===== src/sv/srisu_pkg.sv =====
// ----------------------------------------------------------------------------
// srisu_pkg: shared types for the stable record insertion sorter
// Record, beat and cell link types, key builder and register codes.
// ----------------------------------------------------------------------------
`default_nettype none

package srisu_pkg;

	localparam int unsigned CAPACITY_DEF = 32;
	localparam int unsigned ID_W         = 32;
	localparam int unsigned GENDER_W     = 8;
	localparam int unsigned SCORE_W      = 7;
	localparam int unsigned ARRIVAL_W    = 6;
	localparam int unsigned TOTAL_W      = 9;
	localparam int unsigned KEY_W        = 32;
	localparam int unsigned APB_ADDR_W   = 3;
	localparam int unsigned APB_DATA_W   = 32;

	// key select codes, code three falls back to the score key
	localparam logic [1:0] KEY_ID     = 2'd0;
	localparam logic [1:0] KEY_GENDER = 2'd1;

	// register index as seen on paddr[2]
	localparam logic REG_KEY_SELECT = 1'b0;
	localparam logic REG_DESCENDING = 1'b1;

	typedef enum logic {
		ST_LOAD,
		ST_DRAIN
	} state_t;

	typedef struct packed {
		logic [ID_W-1:0]      student_id;
		logic [GENDER_W-1:0]  gender_code;
		logic [SCORE_W-1:0]   score_first;
		logic [SCORE_W-1:0]   score_second;
		logic [SCORE_W-1:0]   score_third;
		logic [ARRIVAL_W-1:0] arrival;
	} rec_t;

	typedef struct packed {
		logic [ID_W-1:0]     student_id;
		logic [GENDER_W-1:0] gender_code;
		logic [SCORE_W-1:0]  score_first;
		logic [SCORE_W-1:0]  score_second;
		logic [SCORE_W-1:0]  score_third;
		logic                last_record;
	} in_beat_t;

	typedef struct packed {
		logic [ID_W-1:0]      out_id;
		logic [GENDER_W-1:0]  out_gender;
		logic [SCORE_W-1:0]   out_score_first;
		logic [SCORE_W-1:0]   out_score_second;
		logic [SCORE_W-1:0]   out_score_third;
		logic [ARRIVAL_W-1:0] arrival_index;
		logic                 same_key_as_before;
		logic                 overflow;
		logic                 last_out;
	} out_beat_t;

	// broadcast commands to every cell
	typedef struct packed {
		logic ins;
		logic drain;
	} cell_ctl_t;

	// per-cell insertion status
	typedef struct packed {
		logic occ;
		logic pass;
		logic left_occ;
		logic left_pass;
	} cell_link_t;

	// ascending key, total score key packs total then the tie-break scores
	function automatic logic [KEY_W-1:0] sort_key(input logic [1:0] sel, input rec_t r);
		logic [TOTAL_W-1:0] total;
		total = TOTAL_W'(r.score_first) + TOTAL_W'(r.score_second)
			+ TOTAL_W'(r.score_third);
		unique case (sel)
			KEY_ID:     sort_key = r.student_id;
			KEY_GENDER: sort_key = KEY_W'(r.gender_code);
			default:    sort_key = KEY_W'({total, r.score_first, r.score_second,
				r.score_third});
		endcase
	endfunction

endpackage

`default_nettype wire


===== src/sv/srisu_cell.sv =====
// ----------------------------------------------------------------------------
// srisu_cell: one slot of the sorted record chain
// Compares its record with the arriving one, shifts right on insert, left on drain.
// ----------------------------------------------------------------------------
`default_nettype none

module srisu_cell (
	input  wire logic                            clk,
	input  wire srisu_pkg::cell_ctl_t            ctl,
	input  wire srisu_pkg::cell_link_t           link,
	input  wire logic [1:0]                      key_select,
	input  wire logic                            descending,
	input  wire srisu_pkg::rec_t                 new_rec,
	input  wire logic [srisu_pkg::KEY_W-1:0]     new_key,
	input  wire srisu_pkg::rec_t                 left_rec,
	input  wire srisu_pkg::rec_t                 right_rec,
	output srisu_pkg::rec_t                      rec_q,
	output logic                                 le
);

	logic [srisu_pkg::KEY_W-1:0] key;
	logic                        gt;
	logic                        we_ins;

	always_comb begin
		key    = srisu_pkg::sort_key(key_select, rec_q);
		gt     = descending ? (key < new_key) : (key > new_key);
		le     = link.occ & ~gt;
		we_ins = ctl.ins & link.pass & (link.occ | link.left_occ);
	end

	always_ff @(posedge clk) begin
		if (ctl.drain) begin
			rec_q <= right_rec;
		end else if (we_ins) begin
			rec_q <= link.left_pass ? left_rec : new_rec;
		end
	end

endmodule

`default_nettype wire


===== config.mk =====
export PLATFORM = sky130hd
export DESIGN_NAME = srisu_cell
export DESIGN_NICKNAME = d
export VERILOG_FILES = /design/src/sv/srisu_pkg.sv /design/src/sv/srisu_cell.sv
export SDC_FILE = /design/constraint.sdc
export NUM_CORES = 1
export LEC_CHECK = 0
export ABC_CLOCK_PERIOD_IN_PS = 5400
export BUFFER_PORTS_ARGS = -buffer_cell sky130_fd_sc_hd__buf_2
export CORE_AREA = 2 2 120 122
export CTS_BUF_LIST = sky130_fd_sc_hd__clkbuf_16
export CTS_CLUSTER_SIZE = 24
export DETAILED_ROUTE_END_ITERATION = 10
export DIE_AREA = 0 0 122 124
export GPL_TIMING_DRIVEN = 0
export PLACE_DENSITY_LB_ADDON = 0.1
export SYNTH_ARGS = -nofsm -noshare
export SYNTH_HDL_FRONTEND = slang
export SYNTH_SLANG_ARGS = --single-unit

===== constraint.sdc =====
create_clock -name clk -period 5.4 [get_ports clk]
set_clock_uncertainty 0.1 [all_clocks]
set_input_delay 0.81 -clock clk [delete_from_list [all_inputs] [get_ports clk]]
set_output_delay 0.81 -clock clk [all_outputs]
set_load 0.05 [all_outputs]

==> metrics.txt, run 1 <==
asr flop ratio synth 0%; Root Driver clkbuf_16; Yosys reg bits between 60 and 70; via/cell ratio 4.96; number of synthesized flops with an enable pin 67; sequential cell area 2010 um^2; layout cells sized above 1 40.5%; NumNets Final roughly 1100; vias in the first global route 4870; Max-Cap Viols 0; via count between 5000 and 6000; WL final 18.5 mm; row count 43; Yosys warnings 0; Tmin final ~5.2 ns; Initial Util 36.2%; Unique masters post-synth 32; Max transition margin 39.0%; Most flops, register rec_q; Critical Path AT 4.26 ns; cell family with most CP delay compound AO/OA/AOI/OAI gates; Clock Sinks 67; dominant cell type by area after synthesis edfxtp_1; Critical Path Fanout Max 3; Die H 124 um; H-tree levels 3; hpwl dp 15.5 mm; period utilisation layout 95.8%; most frequent cells in the layout buf_2, nand2_1, o21ai_0; final hold vios 0; Cells after Synth slightly above 500; CTS tree yes; Post-Syn Nets 793; critical path's slowest cell fa_1; CP endpoint kind output pin; Seq/Total Area, Yosys 40.5%; largest net degree at the start of global routing about 70; Mapped Area approximately 5000 um^2; antenna-violating nets left 0; max-slew violations 0; max incr delay on CP 0.50 ns; Filler Cells Inserted roughly 1300; Worst VDD drop 0.131 mV; Antenna diodes 0; status finished clean; Area Overhead vs Synth 42.1%; Buffers on Ports 307; core area 13700 um^2; Pleak 3.65 nW; setup TNS 0 ns; die area between 15000 and 20000 um^2; top_reg_cell synth edfxtp_1; initial antenna violation count 0; crit path kind reg -> out; Achievable Freq 193 MHz; post-synth top area share between 40% and 50%; Largest regs rec_q: 67 flops; commonest non-fill, non-tap cell in the layout buf_2; io pins 311; Layout Utilization 51.5%; Critical Path Source Type flip-flop; # setup viols final 0; RSZ-0062 raised after global routing no; PwrDens 297 nW/um^2; hold bufs inserted after CTS 0; initial drt markers 278; area of the multi-input gates 2710 um^2; total track usage 23.8%; syn avg cell area 9.86 um^2; CTS Buf Count 9; Remaining DRCs 0; first-pass GRT wire length 26.3 mm; critical path data required time approximately 4.5 ns; DR pass1 iterations 5; max reg flops 67; synth top area cells edfxtp_1, mux2i_1, ha_1; crit path cell chain inv_1, fa_1, inv_1, ha_1, fa_2, a21o_1, a21oi_2, o21bai_1, a21oi_2, xor2_1, a22o_1, ha_1, nand4_1, a21oi_1, a2111oi_4, o21ai_1, mux2i_1, buf_4; Die X 122 um; clock input transition at the sequential cells of the worst setup and hold paths 0.06 ns; average wire per standard cell 18.3 um; Bufs and invs on worst path 3; Max clock buf depth 2; Worst-Margin Slew approximately 0.91 ns; Overflow after GRT 0; Hold WC Path Type in -> reg; GP Congestion 0.885
==> worst paths after layout <==
| kind | from | end | cells past startpoint |
|---|---|---|---|
| min | right_rec[65] | rec_q[65]$_DFFE_PP_ | 3 |
| max | rec_q[14]$_DFFE_PP_ | le | 18 |
==> metal layers <==
metal	part of all wire, %	global-route usage, %	wire length (um)
met1	43	30.7	7880
met3	6.3	4.17	1160
met5	0	0	0
met4	1.9	7.76	344
met2	49	40.6	9140
==> Yosys cell counts (2+ instances only) <==
cell      number
a21oi_1       16
buf_2          3
nand3_1        4
inv_1         44
xnor2_1        2
o21bai_1       2
o21ai_0       77
a22o_1        21
fa_1           8
xor2_1         3
nand2_1       80
and2_1         2
nor2_1         5
nand4_1        6
nand2b_1       3
mux2i_1       76
clkbuf_1      26
edfxtp_1      67
a21o_1         7
a221o_1        3
ha_1          38
==> kinds of logic (layout without fill, tap and decap cells) <==
| logic type | Yosys count | count (layout) | share of synthesized area, % |
|---|---|---|---|
| AOI/OAI and AO/OA | 131 | 131 | 15.9 |
| xor gates and xnor gates | 5 | 5 | 0.882 |
| adders and majority gates | 46 | 46 | 12.8 |
| buffers and inverters | 74 | 400 | 5.67 |
| DFF | 67 | 67 | 40.5 |
| muxes | 76 | 76 | 15.3 |
| and+or+nand+nor | 105 | 105 | 8.92 |
==> power by group <==
group	switching (mW)	internal (mW)	total (mW)
Clock	0.228	0.308	0.537
Sequential	0.0569	0.652	0.709
Combinational	0.540	0.312	0.852
Total	0.825	1.27	2.10
==> stage by stage <==
step                hold WS [ns]  cells  area, um^2  worst slack (ns)  total power [mW]
floorplan                  0.897    504        4970            0.0312              1.27
global placement           0.994    991        6730            0.0878              1.54
detailed placement         0.998    991        6740            0.0731              1.56
CTS                        0.643   1007        7010           0.00340              2.10
global route               0.653   1010        7060            0.0454              2.21
finish                     0.652   1010        7060             0.227              2.10
==> area by class of cell <==
cell class,instances,share of cell area (%)
Multi-Input combinational cell,363,38.3
Sequential cell,67,28.5
Inverter,44,2.34
Clock inverter,7,0.656
Buffer,30,1.67
Clock buffer,9,3.19
Tap cell,180,3.19
Timing Repair Buffer,310,22.1
==> what timing repair did <==
action | CTS | global route
pin swaps | 0 | 1
resized for setup | 1 | 7
buffers inserted | 0 | 3
endpoints found under the setup margin | 1 | 1
Power figures use the tool's default switching activity.
==> run 2, diff against run 1 <==
--- a/config.mk
+++ b/config.mk
@@ -5,13 +5,13 @@
 export SDC_FILE = /design/constraint.sdc
 export NUM_CORES = 1
 export LEC_CHECK = 0
-export ABC_CLOCK_PERIOD_IN_PS = 5400
+export ABC_CLOCK_PERIOD_IN_PS = 4740
 export BUFFER_PORTS_ARGS = -buffer_cell sky130_fd_sc_hd__buf_2
-export CORE_AREA = 2 2 120 122
+export CORE_AREA = 2 2 122 124
 export CTS_BUF_LIST = sky130_fd_sc_hd__clkbuf_16
 export CTS_CLUSTER_SIZE = 24
 export DETAILED_ROUTE_END_ITERATION = 10
-export DIE_AREA = 0 0 122 124
+export DIE_AREA = 0 0 124 126
 export GPL_TIMING_DRIVEN = 0
 export PLACE_DENSITY_LB_ADDON = 0.1
 export SYNTH_ARGS = -nofsm -noshare
==> constraint.sdc (replaced) <==
create_clock -name clk -period 4.74 [get_ports clk]
set_clock_uncertainty 0.1 [all_clocks]
set_input_delay 0.711 -clock clk [delete_from_list [all_inputs] [get_ports clk]]
set_output_delay 0.711 -clock clk [all_outputs]
set_load 0.05 [all_outputs]
==> run 2 against run 1 <==
Compared with the run above: the run now ends with negative setup slack left; flip-flop and latch count unchanged; global-route usage up 0.39 points; via count fell by 0.26%; die area rose by 3.3%; sequential power up 14%; hold slack got worse by 0.096 ns; combinational power grew 19%; power up 15%; clock-buffer cell count did not move; final cell count grew 0.99%; clock power increased by 9.3%; wire length rose by 2.5%; critical path type unchanged; largest cell class unchanged; largest power group unchanged.
==> metrics.txt, run 2 (synthesized netlist as in run 1, its figures left out) <==
Buffers on Ports 307; GP Congestion between 0.9 and 1; cell family with most CP delay compound AO/OA/AOI/OAI gates; largest net degree at the start of global routing 68; Overflow after GRT 0; status complete, but fails checks; row count 44; Root Driver clkbuf_16; vias in the first global route between 5000 and 6000; Initial Util between 30% and 40%; via/cell ratio slightly below 5; Bufs and invs on worst path 3; antenna-violating nets left 0; Max clock buf depth 2; Clock Sinks 67; most frequent cells in the layout buf_2, nand2_1, o21ai_0; Pleak 3.68 nW; Die X about 120 um; period utilisation layout 106%; CTS Buf Count 9; DR pass1 iterations 5; NumNets Final 1120; H-tree levels 3; hpwl dp ~16 mm; Hold WC Path Type in -> reg; Tot Pwr around 2.4 mW; core area 14300 um^2; Achievable Freq 198 MHz; Max-Cap Viols 0; area of the multi-input gates ~2700 um^2; setup ws final -0.308 ns; via count 4997; Die H 126 um; average wire per standard cell 18.6 um; max incr delay on CP 0.53 ns; pre-CTS setup slack -0.410 ns; initial drt markers 265; critical path's slowest cell fa_1; Area Overhead vs Synth 43.7%; crit path kind reg -> out; first-pass GRT wire length ~28 mm; hold bufs inserted after CTS 0; Max transition margin 38.8%; sequential cell area around 2000 um^2; max reg flops 67; Most flops, register rec_q; Critical Path Fanout Max 2; initial antenna violation count 0; Remaining DRCs 0; final std cells w/o fill 1020; Filler Cells Inserted 1410; crit path cell chain inv_2, fa_1, inv_1, ha_2, fa_2, a21o_1, a21oi_2, o21bai_1, a21oi_1, xor2_1, a22o_1, ha_2, a21o_1, a21oi_2, nor2b_2, a2111oi_4, o21ai_2, mux2i_4, buf_6; Antenna diodes 0; final hold vios 0; # setup viols final 1; Critical Path AT 4.24 ns; layout cells sized above 1 41.5%; Worst-Margin Slew 0.918 ns; io pins 311; Largest regs rec_q: 67 flops; Critical Path Source Type flip-flop; die area 15600 um^2; max-slew violations 0; RSZ-0062 raised after global routing yes; WL final approximately 19 mm; critical path data required time slightly below 4 ns; Tmin final 5.05 ns; violated checks negative setup slack; commonest non-fill, non-tap cell in the layout buf_2; CTS tree yes; CP endpoint kind output pin; Worst VDD drop 0.145 mV; total track usage 24.2%; Inst Count DP between 900 and 1000; clock input transition at the sequential cells of the worst setup and hold paths about 0.05 ns; PwrDens 337 nW/um^2
run 2: worst min-delay path, delay by kind of cell:
family	cells	cell delay, ns
AO/OA/AOI/OAI	1	0.05
buffers and inverters	1	0.07
AND/OR/NAND/NOR	1	0.04
run 2: where the power goes:
part	internal, mW	total, mW	switching, mW	leakage, nW
Combinational	0.377	1.01	0.633	2.88
Clock	0.347	0.587	0.241	0.135
Sequential	0.744	0.808	0.0642	0.667
Total	1.47	2.41	0.938	3.68
run 2: path summary, 6_finish.rpt:
kind / endpoint / start / cells after the start / slack [ns]
worst max-delay path: le / rec_q[7]$_DFFE_PP_ / 19 / -0.31
worst min-delay path: rec_q[15]$_DFFE_PP_ / right_rec[15] / 3 / 0.56
run 2: routing by layer:
metal	wire length, um	vias to the layer above	GRT usage (%)
met5	0	-	0
met4	262	0	6.54
met3	1090	19	3.85
met2	9510	199	41.8
met1	8120	2300	31.2
li1	-	2479	-
run 2: repair_timing:
item	in CTS	in global routing
pin swaps	1	5
resized for setup	5	6
endpoints found under the setup margin	1	1
cloned	0	0
setup buffers	5	4
run 2: metrics by stage:
stage / hold WS [ns] / utilization [%] / cell area [um^2] / setup TNS, ns
6_report: 0.556 / 49.9 / 7140 / -0.308
2_1_floorplan: 0.798 / - / 4990 / -0.00155
5_1_grt: 0.566 / 49.9 / 7140 / -0.504
3_5_place_dp: 0.893 / 47.3 / 6770 / -0.410
4_1_cts: 0.546 / 49.5 / 7090 / -0.266
3_3_place_gp: 0.896 / 47.2 / 6760 / -0.394
run 2: layout make-up:
class / count / area share, %
Timing Repair Buffer: 316 / 22.6
Inverter: 44 / 2.31
Clock inverter: 7 / 0.526
Sequential cell: 67 / 28.2
Buffer: 30 / 1.65
Tap cell: 184 / 3.23
Multi-Input combinational cell: 363 / 38.4
Clock buffer: 9 / 3.16
